### src/rtl/core/assert_macros.svh
// Shared assertion helpers. Each use expects clk_i and rst_ni in scope.
`ifndef ASSERT_MACROS_SVH
`define ASSERT_MACROS_SVH

// Condition holds at every clock edge outside reset.
`define ASSERT_HOLDS(lbl, cond, msg) \
  lbl: assert property (@(posedge clk_i) disable iff (!rst_ni) (cond)) \
    else $error(msg);

// Antecedent in a cycle implies the consequent in the same cycle.
`define ASSERT_IMPLIES(lbl, ante, cons, msg) \
  lbl: assert property (@(posedge clk_i) disable iff (!rst_ni) (ante) |-> (cons)) \
    else $error(msg);

`endif

### src/rtl/core/sswd_pkg.sv
package sswd_pkg;

  // Configuration register indexes
  localparam int unsigned CFG_IDX_W   = 2;
  localparam logic [CFG_IDX_W-1:0] REG_DECIM      = 2'd0;
  localparam logic [CFG_IDX_W-1:0] REG_HIGH_LEVEL = 2'd1;
  localparam logic [CFG_IDX_W-1:0] REG_LOW_LEVEL  = 2'd2;

  // Register widths
  localparam int unsigned CFG_DATA_W = 16;
  localparam int unsigned DECIM_W    = 13;
  localparam int unsigned LEVEL_W    = 16;
  localparam int unsigned THR_W      = LEVEL_W + 1;

  // Reset values
  localparam logic [DECIM_W-1:0]        DECIM_RST      = 13'd16;
  localparam logic signed [LEVEL_W-1:0] HIGH_LEVEL_RST = 16'sd16384;
  localparam logic signed [LEVEL_W-1:0] LOW_LEVEL_RST  = 16'sd0;

  // Finished windows that may wait between front and back
  localparam int unsigned QUEUE_DEPTH = 2;

endpackage

### src/rtl/core/switched_sync_detector.sv
// Switched synchronous detector with decimation. Each accepted item is a pair
// of a data sample and a reference sample; the reference is compared with the
// threshold high_level - low_level (formed at full precision) and the data
// sample is summed into the low class when the reference is below it, into the
// high class otherwise. After decim items (0 acts as 1, values above MAX_WINDOW
// clamp to it) one result carries low-class mean minus high-class mean, each
// mean truncated toward zero and 0 for an empty class; all sums and counts then
// clear. Register writes never clear the running window. The front end takes
// one item per cycle. Each finished window goes into a two-entry queue and the
// back end turns it into a result with a shared bit-serial divider: one
// quotient bit a cycle, SUM_W = SAMPLE_BITS + clog2(MAX_WINDOW + 1) steps per
// division. Input stalls only when a window closes while two earlier windows
// still wait in the queue. No clearing pass follows reset.
module switched_sync_detector #(
  parameter int unsigned MAX_WINDOW  = 4096,
  parameter int unsigned SAMPLE_BITS = 16
) (
  input  logic                               clk_i,
  input  logic                               rst_ni,
  // configuration writes
  input  logic                               cfg_we_i,
  input  logic [sswd_pkg::CFG_IDX_W-1:0]     cfg_idx_i,
  input  logic [sswd_pkg::CFG_DATA_W-1:0]    cfg_wdata_i,
  // sample pair input
  input  logic                               in_valid_i,
  output logic                               in_ready_o,
  input  logic signed [SAMPLE_BITS-1:0]      data_sample_i,
  input  logic signed [SAMPLE_BITS-1:0]      ref_sample_i,
  // result output
  output logic                               out_valid_o,
  input  logic                               out_ready_i,
  output logic signed [SAMPLE_BITS:0]        mean_difference_o
);

  localparam int unsigned CNT_W = $clog2(MAX_WINDOW + 1);
  localparam int unsigned SUM_W = SAMPLE_BITS + CNT_W;
  localparam int unsigned REC_W = 2 * (SUM_W + CNT_W);
  localparam int unsigned OUT_W = SAMPLE_BITS + 1;

  logic             push;
  logic             push_ready;
  logic [REC_W-1:0] push_rec;
  logic             rec_valid;
  logic [REC_W-1:0] rec_head;
  logic             pop;

  // Front: classify and accumulate, hand each closed window to the queue
  sswd_front #(
    .MAX_WINDOW (MAX_WINDOW),
    .SAMPLE_BITS(SAMPLE_BITS),
    .CNT_W      (CNT_W),
    .SUM_W      (SUM_W),
    .REC_W      (REC_W)
  ) u_front (
    .clk_i        (clk_i),
    .rst_ni       (rst_ni),
    .cfg_we_i     (cfg_we_i),
    .cfg_idx_i    (cfg_idx_i),
    .cfg_wdata_i  (cfg_wdata_i),
    .in_valid_i   (in_valid_i),
    .in_ready_o   (in_ready_o),
    .data_sample_i(data_sample_i),
    .ref_sample_i (ref_sample_i),
    .push_o       (push),
    .push_ready_i (push_ready),
    .rec_o        (push_rec)
  );

  // Queue of finished windows: sums and counts of both classes
  sswd_fifo #(
    .WIDTH(REC_W),
    .DEPTH(sswd_pkg::QUEUE_DEPTH)
  ) u_queue (
    .clk_i       (clk_i),
    .rst_ni      (rst_ni),
    .push_i      (push),
    .wdata_i     (push_rec),
    .push_ready_o(push_ready),
    .pop_i       (pop),
    .valid_o     (rec_valid),
    .rdata_o     (rec_head)
  );

  // Back: one division per non-empty class, then the registered result
  sswd_back #(
    .MAX_WINDOW (MAX_WINDOW),
    .SAMPLE_BITS(SAMPLE_BITS),
    .CNT_W      (CNT_W),
    .SUM_W      (SUM_W),
    .REC_W      (REC_W),
    .OUT_W      (OUT_W)
  ) u_back (
    .clk_i            (clk_i),
    .rst_ni           (rst_ni),
    .rec_valid_i      (rec_valid),
    .rec_i            (rec_head),
    .pop_o            (pop),
    .out_valid_o      (out_valid_o),
    .out_ready_i      (out_ready_i),
    .mean_difference_o(mean_difference_o)
  );

endmodule

### src/rtl/core/sswd_fifo.sv
module sswd_fifo #(
  parameter int unsigned WIDTH = 84,
  parameter int unsigned DEPTH = 2
) (
  input  logic             clk_i,
  input  logic             rst_ni,
  input  logic             push_i,
  input  logic [WIDTH-1:0] wdata_i,
  output logic             push_ready_o,
  input  logic             pop_i,
  output logic             valid_o,
  output logic [WIDTH-1:0] rdata_o
);

  localparam int unsigned PTR_W = (DEPTH > 1) ? $clog2(DEPTH) : 1;
  localparam int unsigned CNT_W = $clog2(DEPTH + 1);

  logic [WIDTH-1:0] mem_q [DEPTH];
  logic [PTR_W-1:0] wr_ptr_q, wr_ptr_d;
  logic [PTR_W-1:0] rd_ptr_q, rd_ptr_d;
  logic [CNT_W-1:0] count_q, count_d;
  logic             do_push;
  logic             do_pop;

  assign push_ready_o = (count_q != CNT_W'(DEPTH));
  assign valid_o      = (count_q != '0);
  assign rdata_o      = mem_q[rd_ptr_q];
  assign do_push      = push_i && push_ready_o;
  assign do_pop       = pop_i && valid_o;

  always_comb begin
    wr_ptr_d = wr_ptr_q;
    rd_ptr_d = rd_ptr_q;
    count_d  = count_q;
    if (do_push) begin
      wr_ptr_d = (wr_ptr_q == PTR_W'(DEPTH - 1)) ? '0 : wr_ptr_q + PTR_W'(1);
    end
    if (do_pop) begin
      rd_ptr_d = (rd_ptr_q == PTR_W'(DEPTH - 1)) ? '0 : rd_ptr_q + PTR_W'(1);
    end
    if (do_push && !do_pop) begin
      count_d = count_q + CNT_W'(1);
    end else if (do_pop && !do_push) begin
      count_d = count_q - CNT_W'(1);
    end
  end

  always_ff @(posedge clk_i or negedge rst_ni) begin
    if (!rst_ni) begin
      wr_ptr_q <= '0;
      rd_ptr_q <= '0;
      count_q  <= '0;
    end else begin
      wr_ptr_q <= wr_ptr_d;
      rd_ptr_q <= rd_ptr_d;
      count_q  <= count_d;
    end
  end

  always_ff @(posedge clk_i) begin
    if (do_push) begin
      mem_q[wr_ptr_q] <= wdata_i;
    end
  end

endmodule

### src/rtl/core/sswd_front.sv
`include "assert_macros.svh"

module sswd_front #(
  parameter int unsigned MAX_WINDOW  = 4096,
  parameter int unsigned SAMPLE_BITS = 16,
  parameter int unsigned CNT_W       = $clog2(MAX_WINDOW + 1),
  parameter int unsigned SUM_W       = SAMPLE_BITS + CNT_W,
  parameter int unsigned REC_W       = 2 * (SUM_W + CNT_W)
) (
  input  logic                               clk_i,
  input  logic                               rst_ni,
  input  logic                               cfg_we_i,
  input  logic [sswd_pkg::CFG_IDX_W-1:0]     cfg_idx_i,
  input  logic [sswd_pkg::CFG_DATA_W-1:0]    cfg_wdata_i,
  input  logic                               in_valid_i,
  output logic                               in_ready_o,
  input  logic signed [SAMPLE_BITS-1:0]      data_sample_i,
  input  logic signed [SAMPLE_BITS-1:0]      ref_sample_i,
  output logic                               push_o,
  input  logic                               push_ready_i,
  output logic [REC_W-1:0]                   rec_o
);

  localparam int unsigned CMP_W =
    (SAMPLE_BITS > sswd_pkg::THR_W) ? SAMPLE_BITS : sswd_pkg::THR_W;

  logic [sswd_pkg::DECIM_W-1:0]        decim_q;
  logic signed [sswd_pkg::LEVEL_W-1:0] high_level_q;
  logic signed [sswd_pkg::LEVEL_W-1:0] low_level_q;

  logic signed [SUM_W-1:0] low_sum_q, low_sum_d, high_sum_q, high_sum_d;
  logic signed [SUM_W-1:0] low_sum_n, high_sum_n;
  logic [CNT_W-1:0]        low_cnt_q, low_cnt_d, high_cnt_q, high_cnt_d;
  logic [CNT_W-1:0]        low_cnt_n, high_cnt_n;
  logic [CNT_W-1:0]        win_q, win_d, win_n;

  logic signed [sswd_pkg::THR_W-1:0] threshold;
  logic signed [CMP_W-1:0]           thr_ext;
  logic signed [CMP_W-1:0]           ref_ext;
  logic signed [SUM_W-1:0]           data_ext;
  logic                              is_low;
  logic [31:0]                       limit;
  logic                              close;
  logic                              accept;

  // Configuration registers
  always_ff @(posedge clk_i or negedge rst_ni) begin
    if (!rst_ni) begin
      decim_q      <= sswd_pkg::DECIM_RST;
      high_level_q <= sswd_pkg::HIGH_LEVEL_RST;
      low_level_q  <= sswd_pkg::LOW_LEVEL_RST;
    end else if (cfg_we_i) begin
      unique case (cfg_idx_i)
        sswd_pkg::REG_DECIM:      decim_q      <= cfg_wdata_i[sswd_pkg::DECIM_W-1:0];
        sswd_pkg::REG_HIGH_LEVEL: high_level_q <= cfg_wdata_i[sswd_pkg::LEVEL_W-1:0];
        sswd_pkg::REG_LOW_LEVEL:  low_level_q  <= cfg_wdata_i[sswd_pkg::LEVEL_W-1:0];
        default: ;
      endcase
    end
  end

  // Classify against the full-precision threshold
  assign threshold = sswd_pkg::THR_W'(high_level_q) - sswd_pkg::THR_W'(low_level_q);
  assign thr_ext   = CMP_W'(threshold);
  assign ref_ext   = CMP_W'(ref_sample_i);
  assign is_low    = (ref_ext < thr_ext);
  assign data_ext  = SUM_W'(data_sample_i);

  // Window length: zero acts as one, large values clamp
  always_comb begin
    if (decim_q == '0) begin
      limit = 32'd1;
    end else if (32'(decim_q) > 32'(MAX_WINDOW)) begin
      limit = 32'(MAX_WINDOW);
    end else begin
      limit = 32'(decim_q);
    end
  end

  assign win_n      = win_q + CNT_W'(1);
  assign close      = (32'(win_n) >= limit);
  assign in_ready_o = !close || push_ready_i;
  assign accept     = in_valid_i && in_ready_o;
  assign push_o     = accept && close;

  assign low_sum_n  = is_low ? low_sum_q + data_ext : low_sum_q;
  assign high_sum_n = is_low ? high_sum_q : high_sum_q + data_ext;
  assign low_cnt_n  = is_low ? low_cnt_q + CNT_W'(1) : low_cnt_q;
  assign high_cnt_n = is_low ? high_cnt_q : high_cnt_q + CNT_W'(1);
  assign rec_o      = {low_sum_n, low_cnt_n, high_sum_n, high_cnt_n};

  always_comb begin
    low_sum_d  = low_sum_q;
    high_sum_d = high_sum_q;
    low_cnt_d  = low_cnt_q;
    high_cnt_d = high_cnt_q;
    win_d      = win_q;
    if (accept) begin
      if (close) begin
        low_sum_d  = '0;
        high_sum_d = '0;
        low_cnt_d  = '0;
        high_cnt_d = '0;
        win_d      = '0;
      end else begin
        low_sum_d  = low_sum_n;
        high_sum_d = high_sum_n;
        low_cnt_d  = low_cnt_n;
        high_cnt_d = high_cnt_n;
        win_d      = win_n;
      end
    end
  end

  always_ff @(posedge clk_i or negedge rst_ni) begin
    if (!rst_ni) begin
      low_sum_q  <= '0;
      high_sum_q <= '0;
      low_cnt_q  <= '0;
      high_cnt_q <= '0;
      win_q      <= '0;
    end else begin
      low_sum_q  <= low_sum_d;
      high_sum_q <= high_sum_d;
      low_cnt_q  <= low_cnt_d;
      high_cnt_q <= high_cnt_d;
      win_q      <= win_d;
    end
  end

  `ASSERT_HOLDS(a_cnt_split, (low_cnt_q + high_cnt_q) == win_q, "class counts disagree with window count")
  `ASSERT_HOLDS(a_win_bound, win_q < CNT_W'(MAX_WINDOW), "window count past its maximum")
  `ASSERT_IMPLIES(a_push_room, push_o, push_ready_i, "window closed into a full queue")

endmodule

### src/rtl/core/sswd_div.sv
module sswd_div #(
  parameter int unsigned NUM_W = 29,
  parameter int unsigned DEN_W = 13
) (
  input  logic             clk_i,
  input  logic             rst_ni,
  input  logic             start_i,
  input  logic [NUM_W-1:0] num_i,
  input  logic [DEN_W-1:0] den_i,
  output logic             busy_o,
  output logic             done_o,
  output logic [NUM_W-1:0] quo_o
);

  localparam int unsigned STEP_W = $clog2(NUM_W + 1);

  logic [NUM_W-1:0]  quo_q;
  logic [DEN_W-1:0]  rem_q;
  logic [DEN_W-1:0]  den_q;
  logic [STEP_W-1:0] step_q;
  logic              busy_q;
  logic              done_q;
  logic [DEN_W:0]    shifted;
  logic [DEN_W:0]    trial;
  logic              fits;

  // One restoring step a cycle: shift in the next dividend bit, try to subtract
  assign shifted = {rem_q, quo_q[NUM_W-1]};
  assign trial   = shifted - {1'b0, den_q};
  assign fits    = !trial[DEN_W];

  assign busy_o = busy_q;
  assign done_o = done_q;
  assign quo_o  = quo_q;

  always_ff @(posedge clk_i or negedge rst_ni) begin
    if (!rst_ni) begin
      busy_q <= 1'b0;
      done_q <= 1'b0;
      step_q <= '0;
    end else begin
      done_q <= 1'b0;
      if (start_i) begin
        busy_q <= 1'b1;
        step_q <= STEP_W'(NUM_W);
      end else if (busy_q) begin
        step_q <= step_q - STEP_W'(1);
        if (step_q == STEP_W'(1)) begin
          busy_q <= 1'b0;
          done_q <= 1'b1;
        end
      end
    end
  end

  always_ff @(posedge clk_i) begin
    if (start_i) begin
      quo_q <= num_i;
      rem_q <= '0;
      den_q <= den_i;
    end else if (busy_q) begin
      rem_q <= fits ? trial[DEN_W-1:0] : shifted[DEN_W-1:0];
      quo_q <= {quo_q[NUM_W-2:0], fits};
    end
  end

endmodule

### src/rtl/core/sswd_back.sv
`include "assert_macros.svh"

module sswd_back #(
  parameter int unsigned MAX_WINDOW  = 4096,
  parameter int unsigned SAMPLE_BITS = 16,
  parameter int unsigned CNT_W       = $clog2(MAX_WINDOW + 1),
  parameter int unsigned SUM_W       = SAMPLE_BITS + CNT_W,
  parameter int unsigned REC_W       = 2 * (SUM_W + CNT_W),
  parameter int unsigned OUT_W       = SAMPLE_BITS + 1
) (
  input  logic                    clk_i,
  input  logic                    rst_ni,
  input  logic                    rec_valid_i,
  input  logic [REC_W-1:0]        rec_i,
  output logic                    pop_o,
  output logic                    out_valid_o,
  input  logic                    out_ready_i,
  output logic signed [OUT_W-1:0] mean_difference_o
);

  localparam logic [2:0] ST_IDLE      = 3'd0;
  localparam logic [2:0] ST_LOW       = 3'd1;
  localparam logic [2:0] ST_LOW_WAIT  = 3'd2;
  localparam logic [2:0] ST_HIGH      = 3'd3;
  localparam logic [2:0] ST_HIGH_WAIT = 3'd4;
  localparam logic [2:0] ST_EMIT      = 3'd5;

  logic [2:0]       state_q, state_d;
  logic [SUM_W-1:0] low_sum, high_sum;
  logic [CNT_W-1:0] low_cnt, high_cnt;
  logic [SUM_W-1:0] low_mag, high_mag;
  logic [OUT_W-1:0] mean_low_q, mean_low_d, mean_high_q, mean_high_d;
  logic [OUT_W-1:0] quo_trunc, quo_neg;
  logic [OUT_W-1:0] out_q, out_d;
  logic             out_valid_q, out_valid_d;
  logic             div_start;
  logic [SUM_W-1:0] div_num;
  logic [CNT_W-1:0] div_den;
  logic             div_busy, div_done;
  logic [SUM_W-1:0] div_quo;

  // Head of the queue stays in place until its result is loaded
  assign {low_sum, low_cnt, high_sum, high_cnt} = rec_i;

  assign low_mag  = low_sum[SUM_W-1] ? SUM_W'(0) - low_sum : low_sum;
  assign high_mag = high_sum[SUM_W-1] ? SUM_W'(0) - high_sum : high_sum;

  assign quo_trunc = div_quo[OUT_W-1:0];
  assign quo_neg   = OUT_W'(0) - quo_trunc;

  sswd_div #(
    .NUM_W(SUM_W),
    .DEN_W(CNT_W)
  ) u_div (
    .clk_i  (clk_i),
    .rst_ni (rst_ni),
    .start_i(div_start),
    .num_i  (div_num),
    .den_i  (div_den),
    .busy_o (div_busy),
    .done_o (div_done),
    .quo_o  (div_quo)
  );

  always_comb begin
    state_d     = state_q;
    mean_low_d  = mean_low_q;
    mean_high_d = mean_high_q;
    out_d       = out_q;
    out_valid_d = out_valid_q && !out_ready_i;
    div_start   = 1'b0;
    div_num     = low_mag;
    div_den     = low_cnt;
    pop_o       = 1'b0;
    unique case (state_q)
      ST_IDLE: begin
        if (rec_valid_i) begin
          state_d = ST_LOW;
        end
      end
      ST_LOW: begin
        if (low_cnt == '0) begin
          mean_low_d = '0;
          state_d    = ST_HIGH;
        end else begin
          div_start = 1'b1;
          state_d   = ST_LOW_WAIT;
        end
      end
      ST_LOW_WAIT: begin
        if (div_done) begin
          mean_low_d = low_sum[SUM_W-1] ? quo_neg : quo_trunc;
          state_d    = ST_HIGH;
        end
      end
      ST_HIGH: begin
        div_num = high_mag;
        div_den = high_cnt;
        if (high_cnt == '0) begin
          mean_high_d = '0;
          state_d     = ST_EMIT;
        end else begin
          div_start = 1'b1;
          state_d   = ST_HIGH_WAIT;
        end
      end
      ST_HIGH_WAIT: begin
        div_num = high_mag;
        div_den = high_cnt;
        if (div_done) begin
          mean_high_d = high_sum[SUM_W-1] ? quo_neg : quo_trunc;
          state_d     = ST_EMIT;
        end
      end
      ST_EMIT: begin
        // Load the output register once it is free, then drop the window
        if (!out_valid_q || out_ready_i) begin
          out_d       = mean_low_q - mean_high_q;
          out_valid_d = 1'b1;
          pop_o       = 1'b1;
          state_d     = ST_IDLE;
        end
      end
      default: begin
        state_d = ST_IDLE;
      end
    endcase
  end

  always_ff @(posedge clk_i or negedge rst_ni) begin
    if (!rst_ni) begin
      state_q     <= ST_IDLE;
      out_valid_q <= 1'b0;
    end else begin
      state_q     <= state_d;
      out_valid_q <= out_valid_d;
    end
  end

  always_ff @(posedge clk_i) begin
    mean_low_q  <= mean_low_d;
    mean_high_q <= mean_high_d;
    out_q       <= out_d;
  end

  assign out_valid_o       = out_valid_q;
  assign mean_difference_o = out_q;

  `ASSERT_IMPLIES(a_start_idle, div_start, !div_busy, "divider restarted while busy")
  `ASSERT_IMPLIES(a_wait_low, state_q == ST_LOW_WAIT, div_busy || div_done, "low wait without division")
  `ASSERT_IMPLIES(a_wait_high, state_q == ST_HIGH_WAIT, div_busy || div_done, "high wait without division")
  `ASSERT_IMPLIES(a_pop_head, pop_o, rec_valid_i, "pop from an empty queue")

endmodule

### config.mk
export PLATFORM = sky130hd
export DESIGN_NAME = switched_sync_detector
export DESIGN_NICKNAME = d
export VERILOG_FILES = /design/src/rtl/core/sswd_pkg.sv /design/src/rtl/core/switched_sync_detector.sv /design/src/rtl/core/sswd_fifo.sv /design/src/rtl/core/sswd_front.sv /design/src/rtl/core/sswd_div.sv /design/src/rtl/core/sswd_back.sv
export VERILOG_INCLUDE_DIRS = /design/src /design/src/rtl/core
export SDC_FILE = /design/constraint.sdc
export NUM_CORES = 1
export LEC_CHECK = 0
export BUFFER_PORTS_ARGS = -buffer_cell sky130_fd_sc_hd__buf_4
export CORE_ASPECT_RATIO = 0.9
export CORE_MARGIN = 2
export CORE_UTILIZATION = 55
export DETAILED_ROUTE_END_ITERATION = 6
export MAX_ROUTING_LAYER = met4
export PLACE_DENSITY = 0.72
export SYNTH_ARGS = -nofsm -noshare
export SYNTH_HDL_FRONTEND = slang
export SYNTH_HIERARCHICAL = 1
export SYNTH_SLANG_ARGS = --single-unit
### constraint.sdc
create_clock -name clk_i -period 10.2 [get_ports clk_i]
set_input_delay 1.53 -clock clk_i [delete_from_list [all_inputs] [get_ports clk_i]]
set_output_delay 1.53 -clock clk_i [all_outputs]
set_load 0.02 [all_outputs]
==> out/qor.json <==
{
  "global_route": {
    "grt_max_degree": 66,
    "first_global_vias": 17852,
    "grt_pass1_wl_microns": 91800,
    "grt_overflow_total": 0,
    "antenna_found_initial": 0,
    "grt_use_total": 0.242
  },
  "synth": {
    "synthesis.area_sq_um": 25500,
    "number_of_synthesized_flops_with_an_enable_pin": 261,
    "ys.warnings.count": 6,
    "seq_area_frac_synth": 0.472,
    "async_set_or_reset_register_ratio_after_synthesis": 0.364,
    "synth_largest_area_cell": "sky130_fd_sc_hd__edfxtp_1",
    "synth_top_cell_area_share": 0.308,
    "syn_area_per_cell_sq_um": 11.1,
    "synth_fp_nets": 2500,
    "postSynthRegisterBits": 431,
    "synthDistinctLibCells": 91,
    "synth_top_cells_by_area": "sky130_fd_sc_hd__edfxtp_1 (31%), sky130_fd_sc_hd__dfrtp_1 (15%), sky130_fd_sc_hd__mux2_2 (6.9%), sky130_fd_sc_hd__ha_1 (6.8%), sky130_fd_sc_hd__xor2_1 (3.8%)",
    "postSynthCellCount": 2301,
    "synthFlopType": "sky130_fd_sc_hd__edfxtp_1"
  },
  "sta": {
    "min_period_ps": 6190,
    "finalHoldWorstSlack_ps": 499,
    "slew_headroom": 0.0979,
    "final_critical_path_share_of_the_clock_period": 0.607,
    "finalSetupViolations": 0,
    "highest_clock_rate_ghz": 0.162,
    "post-route-worst-setup-slack_ps": 4010,
    "grt_setup_unrepaired": "no",
    "slew_viol_final": 0,
    "fin_tns_setup_ps": 0,
    "finClkSkew_ps": 23.9,
    "timing.final.hold_violations": 0,
    "max_slew.worst_pin.slew_ps": 1350
  },
  "cells_and_area": {
    "finish.instance_area_sq_um": 28100,
    "final_layout_size_suffix_gt1_frac": 0.153,
    "final_net_count": 2549,
    "antenna-diode-count": 0,
    "syn2layout_area_growth_pct": 10.2
  },
  "job": {
    "max_cap_violations": 0
  },
  "die": {
    "die-area_sq_um": 48000,
    "floorplan.initialDensity": 0.559,
    "dieHeight_microns": 208,
    "placementRows": 74,
    "core_sq_um": 45600,
    "design.portCount": 74,
    "die_x_microns": 231
  },
  "clock_network": {
    "number_of_buffers_created_by_cts": 46,
    "cts_tree": "built",
    "clock_insertion_delay_worst_skew_ps": 580,
    "cts_htree_levels": 2,
    "path_clk_slew_ps": 60,
    "clock_sink_count": 431,
    "clk_root_buffer_cell": "sky130_fd_sc_hd__clkbuf_16",
    "cts_max_path_buffers": 3,
    "cts_hold_buf": 0,
    "cts_post_setup_buffers_inserted": 0,
    "cts_resized": 0
  },
  "critical_path": {
    "launch_point_of_the_worst_reg_to_reg_path": "u_front/high_level_q[0]",
    "critPathRequiredTime_ps": 10700,
    "worst-path-max-fanout": 48,
    "rr_worst_depth": 21,
    "timing.critical_path.from_type": "flop",
    "r2r_slack_ps": 4010,
    "regToRegEndpoint": "u_front/high_sum_q[27]",
    "worstSetupEndpointType": "flop",
    "worst_ep_arrival_time_ps": 6690,
    "worstSetupPathType": "flop to flop"
  },
  "power": {
    "power_density_nw_per_um2": 315,
    "worst_ir_drop_vdd_v": 0.000162,
    "fin_total_pwr_mw": 8.85,
    "leakagePower_nw": 11.4
  },
  "drt": {
    "detailroute.via_count": 18071,
    "drt_drc_violations_left": 0,
    "detail_route.first_pass.iterations": 5,
    "drt-total-wl_microns": 56300,
    "drt-initial-drc-count": 1362,
    "antenna_viol_nets_final": 0,
    "route.detailed.wl_per_inst_microns": 18.8,
    "drt-vias-per-instance": 6.03
  },
  "hold_path": {
    "min-delay-start": "u_queue/count_q[1]",
    "timing.hold.worst_endpoint": "u_queue/count_q[1]",
    "worstHoldPathType": "flop to flop",
    "min_path_cells": 1
  },
  "placement": {
    "buffer_ports.inserted": 73,
    "dpl-instance-area_sq_um": 26500,
    "finalWeightedCongestion": 0.873,
    "preCtsSetupSlack_ps": 4080,
    "detailedPlacementHpwl_microns": 39500
  },
  "outcome": {
    "status": "finished, final reports clean"
  }
}
## per-stage QoR
step            util  cells
2_1_floorplan      -   2301
3_3_place_gp   0.583   2910
3_5_place_dp   0.583   2910
4_1_cts        0.616   2995
5_1_grt        0.616   2995
6_report       0.616   2995
## sequential cells by signal (all words and copies together), names as in the netlist, 2 cells and up
name                      flops
u_back/mean_high_q           17
u_front/low_sum_q            29
u_queue/count_q               2
u_front/low_level_q          16
u_back/u_div/rem_q           13
u_back/u_div/quo_o           29
u_front/high_level_q         16
u_front/high_cnt_q           13
u_front/decim_q              13
u_back/mean_low_q            17
u_front/win_q                13
u_back/mean_difference_o     17
u_back/state_q                3
u_back/u_div/den_q           13
u_queue/mem_q               168
u_front/low_cnt_q            13
u_back/u_div/step_q           5
u_front/high_sum_q           29
## metal layers
layer / routed length (microns) / vias to the layer above / global-route usage
li1: - / 8608 / -
met1: 25200 / 8948 / 0.316
met2: 27300 / 429 / 0.395
met3: 2360 / 86 / 0.0280
met4: 1380 / 0 / 0.0741
met5: 0 / - / -
## synth_stat cells, drive strengths merged (5+ instances only)
| library cell | count |
|---|---|
| nand2 | 194 |
| nor3 | 23 |
| or3 | 19 |
| and3 | 27 |
| o211ai | 10 |
| a21oi | 101 |
| a211o | 5 |
| dfrtp | 155 |
| o31a | 5 |
| fa | 5 |
| clkbuf | 68 |
| o21a | 15 |
| o31ai | 50 |
| inv | 93 |
| nand4 | 16 |
| a211oi | 27 |
| nand3b | 10 |
| a31oi | 20 |
| mux2i | 35 |
| o21bai | 15 |
| a21o | 35 |
| ha | 139 |
| o22ai | 7 |
| nor4 | 14 |
| dfxtp | 13 |
| nor2b | 17 |
| buf | 22 |
| nand3 | 39 |
| o41ai | 7 |
| edfxtp | 261 |
| o21ai | 144 |
| or2 | 7 |
| nor3b | 8 |
| nor2 | 135 |
| mux2 | 206 |
| a22o | 53 |
| xor2 | 111 |
| nand2b | 22 |
| and2 | 7 |
| or4 | 11 |
| xnor2 | 97 |
## cell usage in the layout (no fill, tap or decap), drive strengths merged, types with 17 or more instances in the layout
| master | n |
|---|---|
| o21ai | 144 |
| xor2 | 111 |
| nor2b | 17 |
| a21o | 35 |
| inv | 94 |
| nor3 | 23 |
| mux2 | 206 |
| mux2i | 35 |
| dfrtp | 155 |
| nor2 | 135 |
| a31oi | 20 |
| xnor2 | 97 |
| o31ai | 50 |
| buf | 91 |
| a211oi | 27 |
| nand2 | 194 |
| a22o | 53 |
| or3 | 19 |
| ha | 139 |
| clkbuf | 65 |
| edfxtp | 261 |
| and3 | 27 |
| nand2b | 22 |
| a21oi | 101 |
| nand3 | 39 |
## critical path, cell delays in order, from the launching register on
cell and delay [ps]:
sky130_fd_sc_hd__dfrtp_1 340, sky130_fd_sc_hd__inv_1 50, sky130_fd_sc_hd__ha_1 210, sky130_fd_sc_hd__fa_1 400, sky130_fd_sc_hd__nor2b_1 120, sky130_fd_sc_hd__o21ai_0 100
sky130_fd_sc_hd__a21oi_1 190, sky130_fd_sc_hd__o21ai_0 130, sky130_fd_sc_hd__a21oi_1 280, sky130_fd_sc_hd__a41oi_1 220, sky130_fd_sc_hd__a2111oi_0 620, sky130_fd_sc_hd__o21ai_0 200
sky130_fd_sc_hd__a31oi_1 200, sky130_fd_sc_hd__ha_1 260, sky130_fd_sc_hd__nor2b_1 180, sky130_fd_sc_hd__nand2b_1 130, sky130_fd_sc_hd__o22ai_1 110, sky130_fd_sc_hd__a31oi_4 160
sky130_fd_sc_hd__buf_4 510, sky130_fd_sc_hd__nand2_1 340, sky130_fd_sc_hd__nand2_1 1070, sky130_fd_sc_hd__a22o_1 270
## cell type report
class / instances / area [sq um]
clock buffers: 65 / 1310
clock inverters: 20 / 218
fillers: 3623 / 17500
inverters: 93 / 349
multi-input cells: 1687 / 12700
flip-flops and latches: 431 / 12000
well taps: 608 / 761
repair buffers: 91 / 687
## how the worst max path moves through the flow
| stage | cells after the start | startpoint | slack, ps | endpoint |
|---|---|---|---|---|
| after floorplan | 15 | u_front/win_q[0] | 3040 | u_queue/mem_q[0][0] |
| after global placement | 21 | u_front/high_level_q[0] | 4400 | u_front/high_sum_q[0] |
| after detailed placement | 21 | u_front/high_level_q[0] | 4080 | u_front/high_sum_q[15] |
| after CTS | 20 | u_front/high_level_q[0] | 4060 | u_front/low_sum_q[19] |
| after global routing | 22 | u_front/high_level_q[0] | 3380 | u_front/high_cnt_q[0] |
| final | 21 | u_front/high_level_q[0] | 4010 | u_front/high_sum_q[27] |
## power by group
part | internal [mW] | switching (mW) | leakage, nW
Sequential | 2.55 | 0.325 | 4.50
Clock | 1.00 | 0.694 | 0.739
Combinational | 1.83 | 2.45 | 6.20
Total | 5.38 | 3.47 | 11.4
## logic make-up after synthesis
logic type,count (synthesis),synth area share
AO/OA/AOI/OAI,528,0.139
XOR/XNOR,208,0.0715
adder cells (fa/ha/maj),144,0.0722
buffers and inverters,183,0.0312
flip-flops,431,0.472
multiplexers,241,0.105
AND/OR/NAND/NOR,566,0.109
Power figures use the tool's default switching activity.
